--- src/page_line_pointer_checker_core_defines.svh ---
// Assertion macros for the slot directory checker.
// Included by the top level; no dependencies.
`ifndef PAGE_LINE_POINTER_CHECKER_CORE_DEFINES_SVH
`define PAGE_LINE_POINTER_CHECKER_CORE_DEFINES_SVH

`ifndef SYNTHESIS
// Checked property, disabled while reset is asserted.
`define PLPC_ASSERT(lbl, clk, rstn, prop, msg) \
  lbl: assert property (@(posedge clk) disable iff (!rstn) prop) else $error(msg);
// Checked property that also holds during reset.
`define PLPC_ASSERT_ALWAYS(lbl, clk, prop, msg) \
  lbl: assert property (@(posedge clk) prop) else $error(msg);
`else
`define PLPC_ASSERT(lbl, clk, rstn, prop, msg)
`define PLPC_ASSERT_ALWAYS(lbl, clk, prop, msg)
`endif

`endif

--- src/plpc_pkg.sv ---
// Shared types, codes and constants of the slot directory checker.
// No dependencies; imported by the sequencer, the top level and the testbench.
package plpc_pkg;

  localparam int unsigned MAX_SLOTS    = 512;
  localparam int unsigned HEADER_BYTES = 24;
  localparam int unsigned SLOT_AW      = $clog2(MAX_SLOTS);
  localparam int unsigned IDX_W        = 10;
  localparam int unsigned POS_W        = 15;
  localparam int unsigned CNT_W        = 32;
  localparam int unsigned CFG_IDX_W    = 2;

  localparam logic [IDX_W-1:0] MAX_IDX = IDX_W'(MAX_SLOTS);

  localparam logic [POS_W-1:0] LOWER_RST   = POS_W'(24);
  localparam logic [POS_W-1:0] UPPER_RST   = POS_W'(8192);
  localparam logic [POS_W-1:0] SPECIAL_RST = POS_W'(8192);

  localparam logic [CFG_IDX_W-1:0] CFG_LOWER   = CFG_IDX_W'(0);
  localparam logic [CFG_IDX_W-1:0] CFG_UPPER   = CFG_IDX_W'(1);
  localparam logic [CFG_IDX_W-1:0] CFG_SPECIAL = CFG_IDX_W'(2);

  typedef enum logic {
    OP_LOAD  = 1'b0,
    OP_CHECK = 1'b1
  } op_e;

  typedef enum logic [1:0] {
    FL_UNUSED   = 2'd0,
    FL_NORMAL   = 2'd1,
    FL_REDIRECT = 2'd2,
    FL_DEAD     = 2'd3
  } flags_e;

  typedef enum logic [2:0] {
    V_OK          = 3'd0,
    V_REDIR_LEN   = 3'd1,
    V_REDIR_RANGE = 3'd2,
    V_REDIR_FLAGS = 3'd3,
    V_UNUSED_LEN  = 3'd4,
    V_BELOW_UPPER = 3'd5,
    V_PAST_SPEC   = 3'd6,
    V_OVERLAP     = 3'd7
  } verdict_e;

  // One slot table word: flags, offset, length.
  typedef struct packed {
    flags_e           flags;
    logic [POS_W-1:0] off;
    logic [POS_W-1:0] len;
  } plpc_entry_t;

  typedef struct packed {
    logic [POS_W-1:0] lower;
    logic [POS_W-1:0] upper;
    logic [POS_W-1:0] special;
  } plpc_bounds_t;

  typedef struct packed {
    logic [IDX_W-1:0] idx;
    verdict_e         verdict;
    logic [IDX_W-1:0] ovl;
  } plpc_result_t;

  typedef struct packed {
    logic idle;
    logic res_valid;
  } plpc_stat_t;

endpackage

--- src/plpc_seq.sv ---
// Check sequencer: reads the checked entry, a redirect target or the earlier
// entries from the slot table and forms the verdict. Depends on plpc_pkg.
module plpc_seq (
  input  logic                           clk_i,
  input  logic                           rst_ni,
  input  logic                           start_i,
  input  logic [plpc_pkg::IDX_W-1:0]     start_idx_i,
  input  plpc_pkg::plpc_bounds_t         bounds_i,
  input  plpc_pkg::plpc_entry_t          rdata_i,
  output logic [plpc_pkg::SLOT_AW-1:0]   raddr_o,
  input  logic                           res_ack_i,
  output plpc_pkg::plpc_stat_t           stat_o,
  output plpc_pkg::plpc_result_t         res_o
);
  import plpc_pkg::*;

  typedef enum logic [4:0] {
    S_IDLE   = 5'b00001,
    S_ENTRY  = 5'b00010,
    S_TARGET = 5'b00100,
    S_SCAN   = 5'b01000,
    S_DONE   = 5'b10000
  } state_e;

  localparam logic [POS_W-1:0] HDR     = POS_W'(HEADER_BYTES);
  localparam logic [POS_W-1:0] MAX_TGT = POS_W'(MAX_SLOTS);

  state_e           state_q, state_d;
  logic [IDX_W-1:0] idx_q, idx_d;
  logic [IDX_W-1:0] k_q, k_d;
  logic [POS_W-1:0] a_off_q, a_off_d;
  logic [POS_W:0]   a_end_q, a_end_d;
  verdict_e         verdict_q, verdict_d;
  logic [IDX_W-1:0] ovl_q, ovl_d;

  logic [POS_W-1:0] lo_diff, max_tgt, tgt_m1;
  logic [POS_W:0]   ent_end;
  logic [IDX_W-1:0] idx_m1;
  logic             b_store, b_hit;

  assign lo_diff = bounds_i.lower - HDR;
  assign max_tgt = (bounds_i.lower >= HDR) ? {2'b00, lo_diff[POS_W-1:2]} : '0;
  assign tgt_m1  = rdata_i.off - POS_W'(1);
  assign ent_end = {1'b0, rdata_i.off} + {1'b0, rdata_i.len};
  assign idx_m1  = start_idx_i - IDX_W'(1);

  // An earlier entry takes storage when normal, or dead with a length.
  assign b_store = (rdata_i.flags == FL_NORMAL) ||
                   ((rdata_i.flags == FL_DEAD) && (rdata_i.len != '0));
  assign b_hit   = b_store && !((a_end_q <= {1'b0, rdata_i.off}) ||
                                (ent_end <= {1'b0, a_off_q}));

  always_comb begin
    state_d   = state_q;
    idx_d     = idx_q;
    k_d       = k_q;
    a_off_d   = a_off_q;
    a_end_d   = a_end_q;
    verdict_d = verdict_q;
    ovl_d     = ovl_q;
    raddr_o   = '0;
    case (state_q)
      S_IDLE: begin
        raddr_o = idx_m1[SLOT_AW-1:0];
        if (start_i) begin
          idx_d   = start_idx_i;
          state_d = S_ENTRY;
        end
      end
      S_ENTRY: begin
        a_off_d   = rdata_i.off;
        a_end_d   = ent_end;
        ovl_d     = '0;
        k_d       = IDX_W'(1);
        verdict_d = V_OK;
        state_d   = S_DONE;
        case (rdata_i.flags)
          FL_REDIRECT: begin
            if (rdata_i.len != '0) begin
              verdict_d = V_REDIR_LEN;
            end else if ((rdata_i.off == '0) || (rdata_i.off > max_tgt) ||
                         (rdata_i.off > MAX_TGT)) begin
              verdict_d = V_REDIR_RANGE;
            end else begin
              raddr_o = tgt_m1[SLOT_AW-1:0];
              state_d = S_TARGET;
            end
          end
          FL_UNUSED: begin
            if (rdata_i.len != '0) begin
              verdict_d = V_UNUSED_LEN;
            end
          end
          FL_NORMAL, FL_DEAD: begin
            if ((rdata_i.flags == FL_DEAD) && (rdata_i.len == '0)) begin
              verdict_d = V_OK;
            end else if (rdata_i.off < bounds_i.upper) begin
              verdict_d = V_BELOW_UPPER;
            end else if (ent_end > {1'b0, bounds_i.special}) begin
              verdict_d = V_PAST_SPEC;
            end else if (idx_q != IDX_W'(1)) begin
              raddr_o = '0;
              state_d = S_SCAN;
            end
          end
          default: begin
            verdict_d = V_OK;
          end
        endcase
      end
      S_TARGET: begin
        verdict_d = ((rdata_i.flags == FL_NORMAL) || (rdata_i.flags == FL_DEAD)) ?
                    V_OK : V_REDIR_FLAGS;
        state_d   = S_DONE;
      end
      S_SCAN: begin
        // The read data belongs to slot k_q; the next slot is requested now.
        if (b_hit) begin
          verdict_d = V_OVERLAP;
          ovl_d     = k_q;
          state_d   = S_DONE;
        end else if (k_q == idx_q - IDX_W'(1)) begin
          state_d = S_DONE;
        end else begin
          raddr_o = k_q[SLOT_AW-1:0];
          k_d     = k_q + IDX_W'(1);
        end
      end
      S_DONE: begin
        if (res_ack_i) begin
          state_d = S_IDLE;
        end
      end
      default: begin
        state_d = S_IDLE;
      end
    endcase
  end

  always_ff @(posedge clk_i or negedge rst_ni) begin
    if (!rst_ni) begin
      state_q <= S_IDLE;
    end else begin
      state_q <= state_d;
    end
  end

  always_ff @(posedge clk_i) begin
    idx_q     <= idx_d;
    k_q       <= k_d;
    a_off_q   <= a_off_d;
    a_end_q   <= a_end_d;
    verdict_q <= verdict_d;
    ovl_q     <= ovl_d;
  end

  assign stat_o.idle      = (state_q == S_IDLE);
  assign stat_o.res_valid = (state_q == S_DONE);
  assign res_o.idx        = idx_q;
  assign res_o.verdict    = verdict_q;
  assign res_o.ovl        = ovl_q;

endmodule

--- config.mk ---
export PLATFORM = sky130hd
export DESIGN_NAME = plpc_seq
export DESIGN_NICKNAME = d
export VERILOG_FILES = /design/src/page_line_pointer_checker_core_defines.svh /design/src/plpc_pkg.sv /design/src/plpc_seq.sv
export SDC_FILE = /design/constraint.sdc
export NUM_CORES = 1
export LEC_CHECK = 0
export BUFFER_PORTS_ARGS = -buffer_cell sky130_fd_sc_hd__buf_4
export CAP_MARGIN = 20
export CORE_UTILIZATION = 30
export DETAILED_ROUTE_END_ITERATION = 10
export PLACE_DENSITY = 0.55
export SYNTH_ARGS = -nofsm -noshare
export SYNTH_HDL_FRONTEND = slang
export SYNTH_SLANG_ARGS = --single-unit
--- constraint.sdc ---
create_clock -name clk_i -period 6.4 [get_ports clk_i]
set_input_delay 0.32 -clock clk_i [delete_from_list [all_inputs] [get_ports clk_i]]
set_output_delay 0.32 -clock clk_i [all_outputs]
set_load 0.03 [all_outputs]
* After elaboration in Yosys (flattened, before gate mapping)
Cells that the tools add are included.
** Cells by class
- Muxes and demuxes :: 34
- Equal/unequal tests :: 16
- Add/subtract/negate cells :: 6
- Reduce and logical (&&, ||, !) cells :: 21
- $lt $le $gt $ge :: 7
** Operator list (count)
- $mux 5 :: 10
- $mux 9 :: 5
- $pmux 10 s2 :: 2
- $le 16x15->1 :: 2
- $logic_not 15->1 :: 2
- $mux 10 :: 3
- $pmux 9 s3 :: 1
- $pmux 5 s5 :: 1
- $pmux 3 s3 :: 2
- $sub 9x1->9 const B :: 2
- $add 15x15->16 :: 1
- $gt 16x15->1 :: 1
- $ge 15x5->1 const B :: 1
- $gt 15x10->1 const B :: 1
- $gt 15x13->1 :: 1
- $lt 15x15->1 :: 1
- $mux 3 :: 5
- $reduce_bool 15->1 :: 1
- $sub 15x5->15 const B :: 1
- $mux 13 :: 1
- $add 10x1->10 const B :: 1
- $eq 10x10->1 :: 1
- $ne 10x1->1 const B :: 1
- $ne 2x2->1 const B :: 5
- 20 further kinds :: 32
** Storage, ports and cells
- Register bits after elaboration :: 69
- Input bits :: 91
- Logic and storage cells :: 91
- Output and inout bits :: 34

* Logic depth before layout (Yosys ltp)
Gate-level depths: netlist of run 1.
- Depth in word-level cells :: 9
- Gate-level depth with buffers :: 19
- Mapped depth without buffers :: 18

* Least setup slack after synthesis of run 1
OpenSTA, ideal clock, no wires.
- Kind :: input to output
- Start point :: input rdata_i[0] (netlist bit)
- End point :: output raddr_o[2] (netlist bit)
- Required time :: 6.080 ns
- Stages :: 19
- Arrival :: 4.042 ns
- Path buffers :: 1
- Setup slack :: 2.038 ns
- Cell sequence :: ha_1 > inv_1 > fa_1 > nor2b_1 > o21ai_0 > a21oi_1 > o21bai_1 > a21oi_1 > or4b_2 > nand3_1 > ha_1 > nand4_1 > or2_2 > a21oi_1 > o41ai_1 > a2111oi_4 > nor3_2 > buf_6 > a221o_1
** Between the ends
- Word-level cells in the longest chain between the ends :: 7
- Elaborated cells between the ends (all ways) :: 12
- Classes of those cells :: add/sub (1); order compare (1); mux (4); reduce/logical (6)
** Ends and longest elaborated chain
- from (decl) :: RTL line plpc_seq.sv:9 : input plpc_pkg::plpc_entry_t rdata_i,
- $add 15x15->16 :: RTL line plpc_seq.sv:44 : assign ent_end = {1'b0, rdata_i.off} + {1'b0, rdata_i.len};
- named net ent_end[10] :: RTL line plpc_seq.sv:37 : logic [POS_W:0] ent_end;
- $le 16x15->1 :: RTL line plpc_seq.sv:51 : (ent_end <= {1'b0, a_off_q}));
- $logic_or 1x1->1 :: RTL line plpc_seq.sv:50 : assign b_hit = b_store && !((a_end_q <= {1'b0, rdata_i.off}) ||
- $logic_not 1->1 :: RTL line plpc_seq.sv:50
- $logic_and 1x1->1 :: RTL line plpc_seq.sv:50
- $mux 9 :: RTL line plpc_seq.sv:118 : if (b_hit) begin
- $pmux 9 s3 :: RTL line plpc_seq.sv:62 : case (state_q)
- to (decl) :: RTL line plpc_seq.sv:10 : output logic [plpc_pkg::SLOT_AW-1:0] raddr_o,
The timed path passes the listed nets, and every way through them passes these cells.

* Final worst setup path of run 1
- Start point :: input rdata_i[21] (netlist bit)
- End point :: output raddr_o[2] (netlist bit)
The elaborated chain is that of the path after synthesis.

==> impl_metrics.env, run 1 <==
export IMPL_place_area_sq_um=7300
export IMPL_cp_max_fo=11
export IMPL_hold_viol_final=0
export IMPL_path_clk_slew_ps=60
export IMPL_layout_min_cycle_time_ps=5360
export IMPL_setup_ws_ps=1040
export IMPL_rows=51
export IMPL_initial_core_util_pct=31.0
export IMPL_path_class="in -> out"
export IMPL_start_kind="input port"
export IMPL_post_synth_top_count_cell="ha_1"
export IMPL_numCtsBuffers=9
export IMPL_worst_slew_pin_slew_ps=859
export IMPL_crit_path_cell_trace="buf_4 > ha_1 > a21oi_1 > o21ai_0 > a21oi_1 > o21bai_1 > a21o_1 > a21oi_1 > xnor2_1 > ha_1 > a2111o_1 > o41ai_1 > a2111oi_4 > nor3_2 > a221o_1 > buf_4"
export IMPL_synth_yosys_seq_area_share_pct=33.6
export IMPL_critical_path_arrival_ps=5040
export IMPL_drive_above_1_share_pct=20.0
export IMPL_grt_overflow_total=0
export IMPL_power_density_nw_per_um2=254
export IMPL_area_growth_pct=24.3
export IMPL_synth_area_mux_share_pct=0.328
export IMPL_synth_top_family_by_area="adder cells"
export IMPL_grt_first_pass_wirelength_mm=26.8
export IMPL_required_ps=6080
export IMPL_worst_path_buf_inv=2
export IMPL_cp_top_family="compound AO/OA/AOI/OAI gates"
export IMPL_first_pass_iters=5
export IMPL_crit_path_end_kind="primary output"
export IMPL_post_route_period_util_pct=83.7
export IMPL_synth_distinct_cells=66
export IMPL_groute_usage_overall_pct=17.2
export IMPL_max_stage_delay_ps=750
export IMPL_synth_simple_area_share_pct=19.2
export IMPL_syn_nets=843
export IMPL_ant_nets=0
export IMPL_synth_xor_area_share_pct=6.74
export IMPL_drv_slew=0
export IMPL_postCtsHoldBufs=1
export IMPL_clock_sinks=69
export IMPL_cts_max_level=3
export IMPL_die_w_microns=145
export IMPL_fmax_mhz=187
export IMPL_post_route_drc_count=0
export IMPL_synth_top_area_share_pct=31.5
export IMPL_power_leakage_uw=0.00339
export IMPL_dp_cells=1033
export IMPL_synth_main_ff_cell="edfxtp_1"
export IMPL_grt_pass1_vias=4942
export IMPL_finalSetupTns_ps=0
export IMPL_die_height_microns=145
export IMPL_outcome="completed"
export IMPL_post_place_ws_ps=982
export IMPL_diodes=0
export IMPL_drt_iter0_markers=271
export IMPL_irDropWorstVdd_mv=0.142
export IMPL_cts_tree="yes"
export IMPL_synth_compound_area_share_pct=14.7
export IMPL_grt_max_degree=24
export IMPL_fin_nets=965
export IMPL_cap_violations=0
export IMPL_avgSynthCellArea_sq_um=9.28
export IMPL_slew_headroom_pct=42.2
export IMPL_cts_root_buf="clkbuf_16"
export IMPL_instances_no_fill=1050
export IMPL_syn_area_sq_um=6100
export IMPL_finalWirelength_mm=17.5
export IMPL_async_flop_share_pct=7.25
export IMPL_cpMostUsedCell="a21oi_1"
export IMPL_synth_top_area_cell="edfxtp_1"
export IMPL_slowest_stage="o41ai_1"
export IMPL_clkLatencyLatePin_ps=330
export IMPL_post_cts_buffers=0
export IMPL_via_per_inst=4.97
export IMPL_dieArea_sq_um=20900
export IMPL_gp_congestion=0.882
export IMPL_synth_area_leaders="edfxtp_1 31%, ha_1 19%, inv_1 4.9%"
export IMPL_hpwl_mm=14.4
export IMPL_synthAdderAreaFrac_pct=19.4
export IMPL_rsz0062_at_grt="no"
export IMPL_synth_commonest_cells="93 x ha_1, 79 x inv_1, 64 x edfxtp_1, 46 x a21oi_1, 46 x nand2_1"
export IMPL_io_pins=125
export IMPL_hold_ws_ps=156
export IMPL_routedWlPerCell_microns=16.7
export IMPL_num_vias=5216
export IMPL_synth_seq_cells=69
export IMPL_cts_buffer_depth=2
export IMPL_min_path_type="in -> reg"
export IMPL_yosysWarnings=0
export IMPL_synth_edf_count=64
export IMPL_skew_ps=4.30
export IMPL_antenna_found_initial=0
export IMPL_finalSetupViolCount=0
export IMPL_io_buffers=124
export IMPL_cts_resized=0
export IMPL_fin_area_sq_um=7580
export IMPL_core_sq_um=19700
export IMPL_synth_cells=658
## per-layer routing
metal / routed length, microns / track usage, % / up-vias / share of wire [%]
li1: - / - / 2652 / -
met2: 7480 / 26.3 / 142 / 43
met4: 420 / 5.48 / 0 / 2.4
met1: 8820 / 24.7 / 2398 / 50
met5: 0 / 0 / - / 0
met3: 790 / 2.35 / 24 / 4.5
## final cells by class
class | count | area, sq um
clock buffers | 9 | 225
clock inverters | 7 | 51.3
fillers | 2006 | 12100
inverters | 79 | 297
multi-input cells | 495 | 3680
flip-flops and latches | 69 | 2050
well taps | 265 | 332
repair buffers | 126 | 948
## through the flow
stage / power (uW) / util [%]
4_1_cts: 1940 / 38.5
6_report: 1920 / 38.5
3_5_place_dp: 1470 / 37.0
5_1_grt: 2040 / 38.5
2_1_floorplan: 1180 / -
3_3_place_gp: 1470 / 37.0
## power by group
| part | internal [uW] | switching (uW) |
|---|---|---|
| clock | 263 | 202 |
| sequential | 599 | 70.5 |
| combinational | 314 | 476 |
| total | 1180 | 748 |
## worst reg2reg max path, delay by kind of cell (launching register included)
family                     cells  cell delay [ps]
AOI/OAI and AO/OA              3             1330
and+or+nand+nor                2             1110
DFF                            1              360
adders and majority gates      1              250
buffers and inverters          1               70
## cells by family (layout without fill, tap and decap cells)
logic type	Yosys count	after routing
AND/OR/NAND/NOR	218	218
AO/OA/AOI/OAI	134	134
adder cells (fa/ha/maj)	94	94
buffers and inverters	94	221
flip-flops	69	69
XOR/XNOR	47	47
multiplexers	2	2
## registers in the layout (all words and copies together) (netlist names)
register	flops
ovl_q	10
verdict_q	3
k_q	10
a_off_q	15
state_q	5
a_end_q	16
idx_q	10
## layout by cell type, fill, tap and decap left out, types with 10 or more instances in the layout
cell,instances
nor4_1,10
nand2_1,46
inv_1,79
xnor2_1,25
nor2_1,33
edfxtp_1,64
buf_4,125
nand4_1,16
o21ai_0,29
nand3_1,18
a21oi_1,46
xor2_1,22
nor3_1,21
ha_1,93
and2_1,15
## path summary, 6_finish.rpt
kind	start	to	slack, ps	depth (start not counted)
worst min-delay path	start_i	state_q[0]	160	2
worst min register to register	k_q[9]	ovl_q[9]	670	1
worst max register to register	a_off_q[13]	k_q[9]	2930	7
min in group asynchronous	rst_ni	state_q[1]	320	2
worst max-delay path	rdata_i[21]	raddr_o[2]	1040	16
max in group asynchronous	rst_ni	state_q[0]	5880	2
(Power assumes the default switching activity.)
==> inputs of run 2 (changes only) <==
--- a/config.mk
+++ b/config.mk
@@ -9,7 +9,7 @@
 export CAP_MARGIN = 20
 export CORE_UTILIZATION = 30
 export DETAILED_ROUTE_END_ITERATION = 10
-export PLACE_DENSITY = 0.55
+export PLACE_DENSITY = 0.57
 export SYNTH_ARGS = -nofsm -noshare
 export SYNTH_HDL_FRONTEND = slang
 export SYNTH_SLANG_ARGS = --single-unit
==> constraint.sdc (replaced) <==
create_clock -name clk_i -period 4.6 [get_ports clk_i]
set_input_delay 0.23 -clock clk_i [delete_from_list [all_inputs] [get_ports clk_i]]
set_output_delay 0.23 -clock clk_i [all_outputs]
set_load 0.03 [all_outputs]
==> run 2 against run 1 <==
  * Critical path depth up 5
  * Critical endpoint unchanged
  * Critical path type unchanged
  * Sequential share of layout area down 1.1 points
  * First-iteration DRC count up 21%
  * Cell area up 4.1%
  * Clock skew up 1.3 ps
  * Final cell count up 2.6%
==> impl_metrics.env, run 2 (same netlist as run 1, synthesis figures left out) <==
export IMPL_reg2regPathDepth=9
export IMPL_hold_ws_ps=53.8
export IMPL_post_route_util_pct=40.0
export IMPL_post_route_drc_count=0
export IMPL_fillers=1989
export IMPL_worst_path_buf_inv=4
export IMPL_power_density_nw_per_um2=352
export IMPL_grt_overflow_total=0
export IMPL_antenna_found_initial=0
export IMPL_outcome="completed"
export IMPL_cp_max_fo=10
export IMPL_die_w_microns=145
export IMPL_gp_congestion=0.868
export IMPL_diodes=0
export IMPL_slowest_stage="or4b_2"
export IMPL_crit_end="raddr_o[2]"
export IMPL_power_total_uw=2780
export IMPL_dieArea_sq_um=20900
export IMPL_io_buffers=124
export IMPL_die_height_microns=145
export IMPL_via_per_inst=4.92
export IMPL_ant_nets=0
export IMPL_crit_path_end_kind="primary output"
export IMPL_cts_tree="yes"
export IMPL_groute_usage_overall_pct=17.9
export IMPL_start_kind="input port"
export IMPL_drv_slew=0
export IMPL_max_stage_delay_ps=650
export IMPL_crit_start="rdata_i[0]"
export IMPL_ff2ff_setup_slack_ps=1460
export IMPL_fin_nets=992
export IMPL_grt_pass1_vias=5084
export IMPL_cpMostUsedCell="a21oi_2"
export IMPL_layout_common_cells="149 x buf_4, 92 x ha_1, 79 x inv_1"
export IMPL_path_clk_slew_ps=60
export IMPL_drt_iter0_markers=329
export IMPL_irDropWorstVdd_mv=0.190
export IMPL_grt_max_degree=33
export IMPL_area_growth_pct=29.4
export IMPL_cts_buffer_depth=2
export IMPL_grt_first_pass_wirelength_mm=27.5
export IMPL_min_path_type="in -> reg"
export IMPL_power_leakage_uw=0.00354
export IMPL_initial_core_util_pct=31.0
export IMPL_first_pass_iters=5
export IMPL_post_route_period_util_pct=97.3
export IMPL_cap_violations=0
export IMPL_num_vias=5301
export IMPL_worst_slew_pin_slew_ps=773
export IMPL_slew_headroom_pct=48.0
export IMPL_clock_sinks=69
export IMPL_layout_min_cycle_time_ps=4470
export IMPL_io_pins=125
export IMPL_crit_reg2reg_launch="idx_q[0]"
export IMPL_setup_ws_ps=126
export IMPL_crit_path_cell_trace="buf_4 > ha_1 > inv_1 > fa_2 > nor2b_1 > o21ai_1 > a21oi_2 > o21bai_4 > a21oi_2 > or4b_2 > nand3_2 > ha_4 > nand4_1 > or2_4 > a21oi_2 > o41ai_4 > a2111oi_4 > nor3_2 > buf_6 > a221o_1 > buf_4"
export IMPL_finalWirelength_mm=18.0
export IMPL_layout_commonest_cell="buf_4"
export IMPL_cts_max_level=3
export IMPL_fmax_mhz=223
export IMPL_critical_path_arrival_ps=4240
export IMPL_routedWlPerCell_microns=16.7
export IMPL_path_class="in -> out"
export IMPL_cts_root_buf="clkbuf_16"
export IMPL_core_sq_um=19700
export IMPL_cp_top_family="compound AO/OA/AOI/OAI gates"
export IMPL_worst_r2r_endpoint="k_q[3]"
export IMPL_hold_viol_final=0
export IMPL_required_ps=4370
export IMPL_numCtsBuffers=9
export IMPL_largestRegisters="a_end_q: 16 flops, a_off_q: 15 flops"
export IMPL_top_register="a_end_q"
export IMPL_finalSetupViolCount=0
export IMPL_hpwl_mm=14.6
export IMPL_worstSetupPathDepth=21
export IMPL_drive_above_1_share_pct=23.9
export IMPL_skew_ps=5.65
export IMPL_clkLatencyLatePin_ps=350
export IMPL_post_place_ws_ps=-143
export IMPL_rows=51
export IMPL_largest_register_ffs=16
[run 2: cell types whose count changed in the layout (fill, tap and decap cells not counted), moves of 2 or more]
cell      before  now
clkinv_4       3    1
o21ai_1        1    3
a21oi_2        0    4
a21oi_1       46   42
o21ai_0       29   27
buf_12         0    2
buf_4        125  149
[run 2: routing by layer]
layer	global-route usage, %	routed length, microns	vias to the layer above
li1	-	-	2708
met5	0	0	-
met2	27.4	7910	133
met4	7.53	467	0
met1	25.1	8760	2433
met3	2.25	873	27
[run 2: final cells by class]
cell class,count,area [sq um],area share (%)
multi-input cells,495,3760,47.7
repair buffers,153,1180,14.9
inverters,79,297,3.76
clock inverters,7,50.0,0.634
clock buffers,9,225,2.85
well taps,265,332,4.20
flip-flops and latches,69,2050,25.9
[run 2: repair_timing]
item | 4_1_cts | 5_1_grt
setup endpoints to repair | 9 | 9
hold buffers | 1 | 0
pin swaps | 1 | 4
resized for setup | 2 | 15
hold endpoints to repair | 5 | 0
buffers inserted | 1 | 0
[run 2: where the power goes]
group          switching, uW  internal [uW]
clock                    286            366
sequential              96.9            833
combinational            692            504
total                   1080           1700
[run 2: worst min-delay path by stage]
stage / from / end / slack, ps / cells after the start
finish: start_idx_i[9] / idx_q[9] / 50 / 1
global placement: rst_ni / state_q[1] / 40 / 1
detailed placement: rst_ni / state_q[1] / 30 / 1
global route: start_idx_i[9] / idx_q[9] / 50 / 1
CTS: start_idx_i[9] / idx_q[9] / 50 / 1
floorplan: rst_ni / state_q[1] / -70 / 0
[run 2: per-stage QoR]
step,std cells,instance area [sq um],setup TNS (ps)
after floorplan,658,6100,0
after global placement,1059,7520,-1250
after detailed placement,1059,7520,-2310
after CTS,1077,7820,0
after global routing,1077,7900,-66.5
final,1077,7900,0
==> inputs of run 3 (changes only) <==
--- a/config.mk
+++ b/config.mk
@@ -7,7 +7,9 @@
 export LEC_CHECK = 0
 export BUFFER_PORTS_ARGS = -buffer_cell sky130_fd_sc_hd__buf_4
 export CAP_MARGIN = 20
+export CORE_MARGIN = 1.5
 export CORE_UTILIZATION = 30
+export CTS_CLUSTER_SIZE = 24
 export DETAILED_ROUTE_END_ITERATION = 10
 export PLACE_DENSITY = 0.57
 export SYNTH_ARGS = -nofsm -noshare
==> constraint.sdc (replaced) <==
create_clock -name clk_i -period 4.6 [get_ports clk_i]
set_input_delay 0.69 -clock clk_i [delete_from_list [all_inputs] [get_ports clk_i]]
set_output_delay 0.69 -clock clk_i [all_outputs]
set_load 0.03 [all_outputs]
==> run 3 against run 2 <==
  * The flow now finishes with violations (negative setup slack)
  * Sequential share of layout area shrank 1.9 points
  * Via count grew 5.2%
  * Global-route usage up 0.15 points
  * Non-clock buffer count up 56
==> impl_metrics.env, run 3 (same netlist as run 1, synthesis figures left out) <==
export IMPL_outcome="complete, but fails checks"
export IMPL_violations="negative setup slack"
export IMPL_die_w_microns=146
export IMPL_clock_sinks=69
export IMPL_power_leakage_uw=0.00384
export IMPL_postCtsHoldBufs=0
export IMPL_core_sq_um=19700
export IMPL_cp_max_fo=5
export IMPL_cap_violations=0
export IMPL_start_kind="input port"
export IMPL_post_route_drc_count=0
export IMPL_diodes=0
export IMPL_dieArea_sq_um=21200
export IMPL_layout_common_cells="194 x buf_4, 88 x ha_1, 78 x inv_1"
export IMPL_combPwrFrac_pct=45.6
export IMPL_largestRegisters="a_end_q: 16 flops, a_off_q: 15 flops"
export IMPL_top_register="a_end_q"
export IMPL_rsz0062_at_grt="yes"
export IMPL_cts_max_level=3
export IMPL_clkPwrFrac_pct=22.1
export IMPL_cts_root_buf="clkbuf_16"
export IMPL_crit_reg2reg_launch="idx_q[2]"
export IMPL_num_vias=5576
export IMPL_largest_register_ffs=16
export IMPL_io_buffers=124
export IMPL_post_route_period_util_pct=108
export IMPL_hpwl_mm=15.5
export IMPL_gp_congestion=0.877
export IMPL_io_pins=125
export IMPL_hold_viol_final=0
export IMPL_finalSetupViolCount=9
export IMPL_critical_path_arrival_ps=4280
export IMPL_grt_overflow_total=0
export IMPL_grt_max_degree=34
export IMPL_crit_start="rdata_i[0]"
export IMPL_fin_nets=1049
export IMPL_fmax_mhz=201
export IMPL_die_height_microns=146
export IMPL_area_growth_pct=39.8
export IMPL_power_switching_uw=1090
export IMPL_grt_first_pass_wirelength_mm=29.7
export IMPL_slew_headroom_pct=47.5
export IMPL_fin_area_sq_um=8530
export IMPL_switching_share_pct=37.8
export IMPL_hold_ws_ps=141
export IMPL_clkLatencyLatePin_ps=340
export IMPL_numCtsBuffers=9
export IMPL_rows=51
export IMPL_layout_min_cycle_time_ps=4970
export IMPL_p_seq_share_pct=32.3
export IMPL_path_clk_slew_ps=60
export IMPL_finalWirelength_mm=18.7
export IMPL_path_class="in -> out"
export IMPL_drt_iter0_markers=327
export IMPL_routedWlPerCell_microns=16.5
export IMPL_setup_ws_ps=-370
export IMPL_first_pass_iters=5
export IMPL_groute_usage_overall_pct=18.0
export IMPL_skew_ps=6.51
export IMPL_cts_buffer_depth=2
export IMPL_crit_path_end_kind="primary output"
export IMPL_layout_commonest_cell="buf_4"
export IMPL_initial_core_util_pct=31.0
export IMPL_place_area_sq_um=8000
export IMPL_cts_tree="yes"
export IMPL_required_ps=3910
export IMPL_worst_slew_pin_slew_ps=781
export IMPL_ant_nets=0
export IMPL_power_total_uw=2890
export IMPL_via_per_inst=4.92
export IMPL_irDropWorstVdd_mv=0.202
export IMPL_drv_slew=0
export IMPL_intPower_uw=1790
export IMPL_power_density_nw_per_um2=338
export IMPL_antenna_found_initial=0
export IMPL_min_path_type="in -> async"
export IMPL_grt_pass1_vias=5463
export IMPL_drive_above_1_share_pct=32.5
run 3: power groups by stage:
stage / registers, uW / clock network, uW / logic, uW
after detailed placement: 944 / 0 / 1240
after global routing: 946 / 674 / 1440
after floorplan: 963 / 0 / 707
after global placement: 943 / 0 / 1230
final: 933 / 637 / 1320
after CTS: 932 / 653 / 1310
run 3: critical path, stage by stage:
cell	delay [ps]
buf_6	80
ha_4	130
inv_2	30
fa_2	350
nor2b_2	130
o21ai_2	70
a21oi_2	210
o21bai_4	100
buf_4	130
nand2_1	70
a21oi_2	60
xnor2_1	130
ha_1	280
nand4_1	120
or2_4	270
a21oi_4	140
o41ai_4	120
a2111oi_4	300
buf_4	200
nor3_4	60
a221o_2	430
buf_6	140
run 3: worst paths after layout:
check                        endpoint  slack [ps]  cells past startpoint
setup / recovery           raddr_o[6]        -370                     22
setup reg to reg               k_q[2]        1010                     10
hold reg to reg              ovl_q[9]         640                      1
min in group clk_i         state_q[0]         520                      2
max in group asynchronous  state_q[0]        4260                      1
hold / removal             state_q[4]         140                      1
run 3: metal layers:
metal  share of wire, %  GRT usage (%)  wire length [microns]
met3                4.4           2.54                    825
met2                 45           28.0                   8380
met4                1.7           5.26                    316
met5                  0              0                      0
met1                 49           25.8                   9220
run 3: cell type report:
class,instances,area (sq um)
Multi-Input combinational cell,496,3950
Timing Repair Buffer,209,1640
Clock buffer,11,233
Inverter,79,297
Tap cell,265,332
Fill cell,1967,11200
Sequential cell,69,2050
Clock inverter,5,37.5
run 3: metrics by stage:
stage                     utilization [%]  std cells  setup TNS (ps)  worst slack [ps]
after floorplan                         -        658            -395             -61.1
after detailed placement             40.6       1110           -7360              -673
after global placement               40.6       1110           -5780              -596
final                                43.3       1134           -3060              -370
after global routing                 43.3       1134           -4660              -544
after CTS                            42.9       1133           -3510              -414
run 3: timing repair:
item                       in CTS  in global routing
setup endpoints to repair       9                 18
setup buffers                   7                  1
gates resized for setup        30                 17
gates cloned                    1                  0
pin swaps                      13                 20
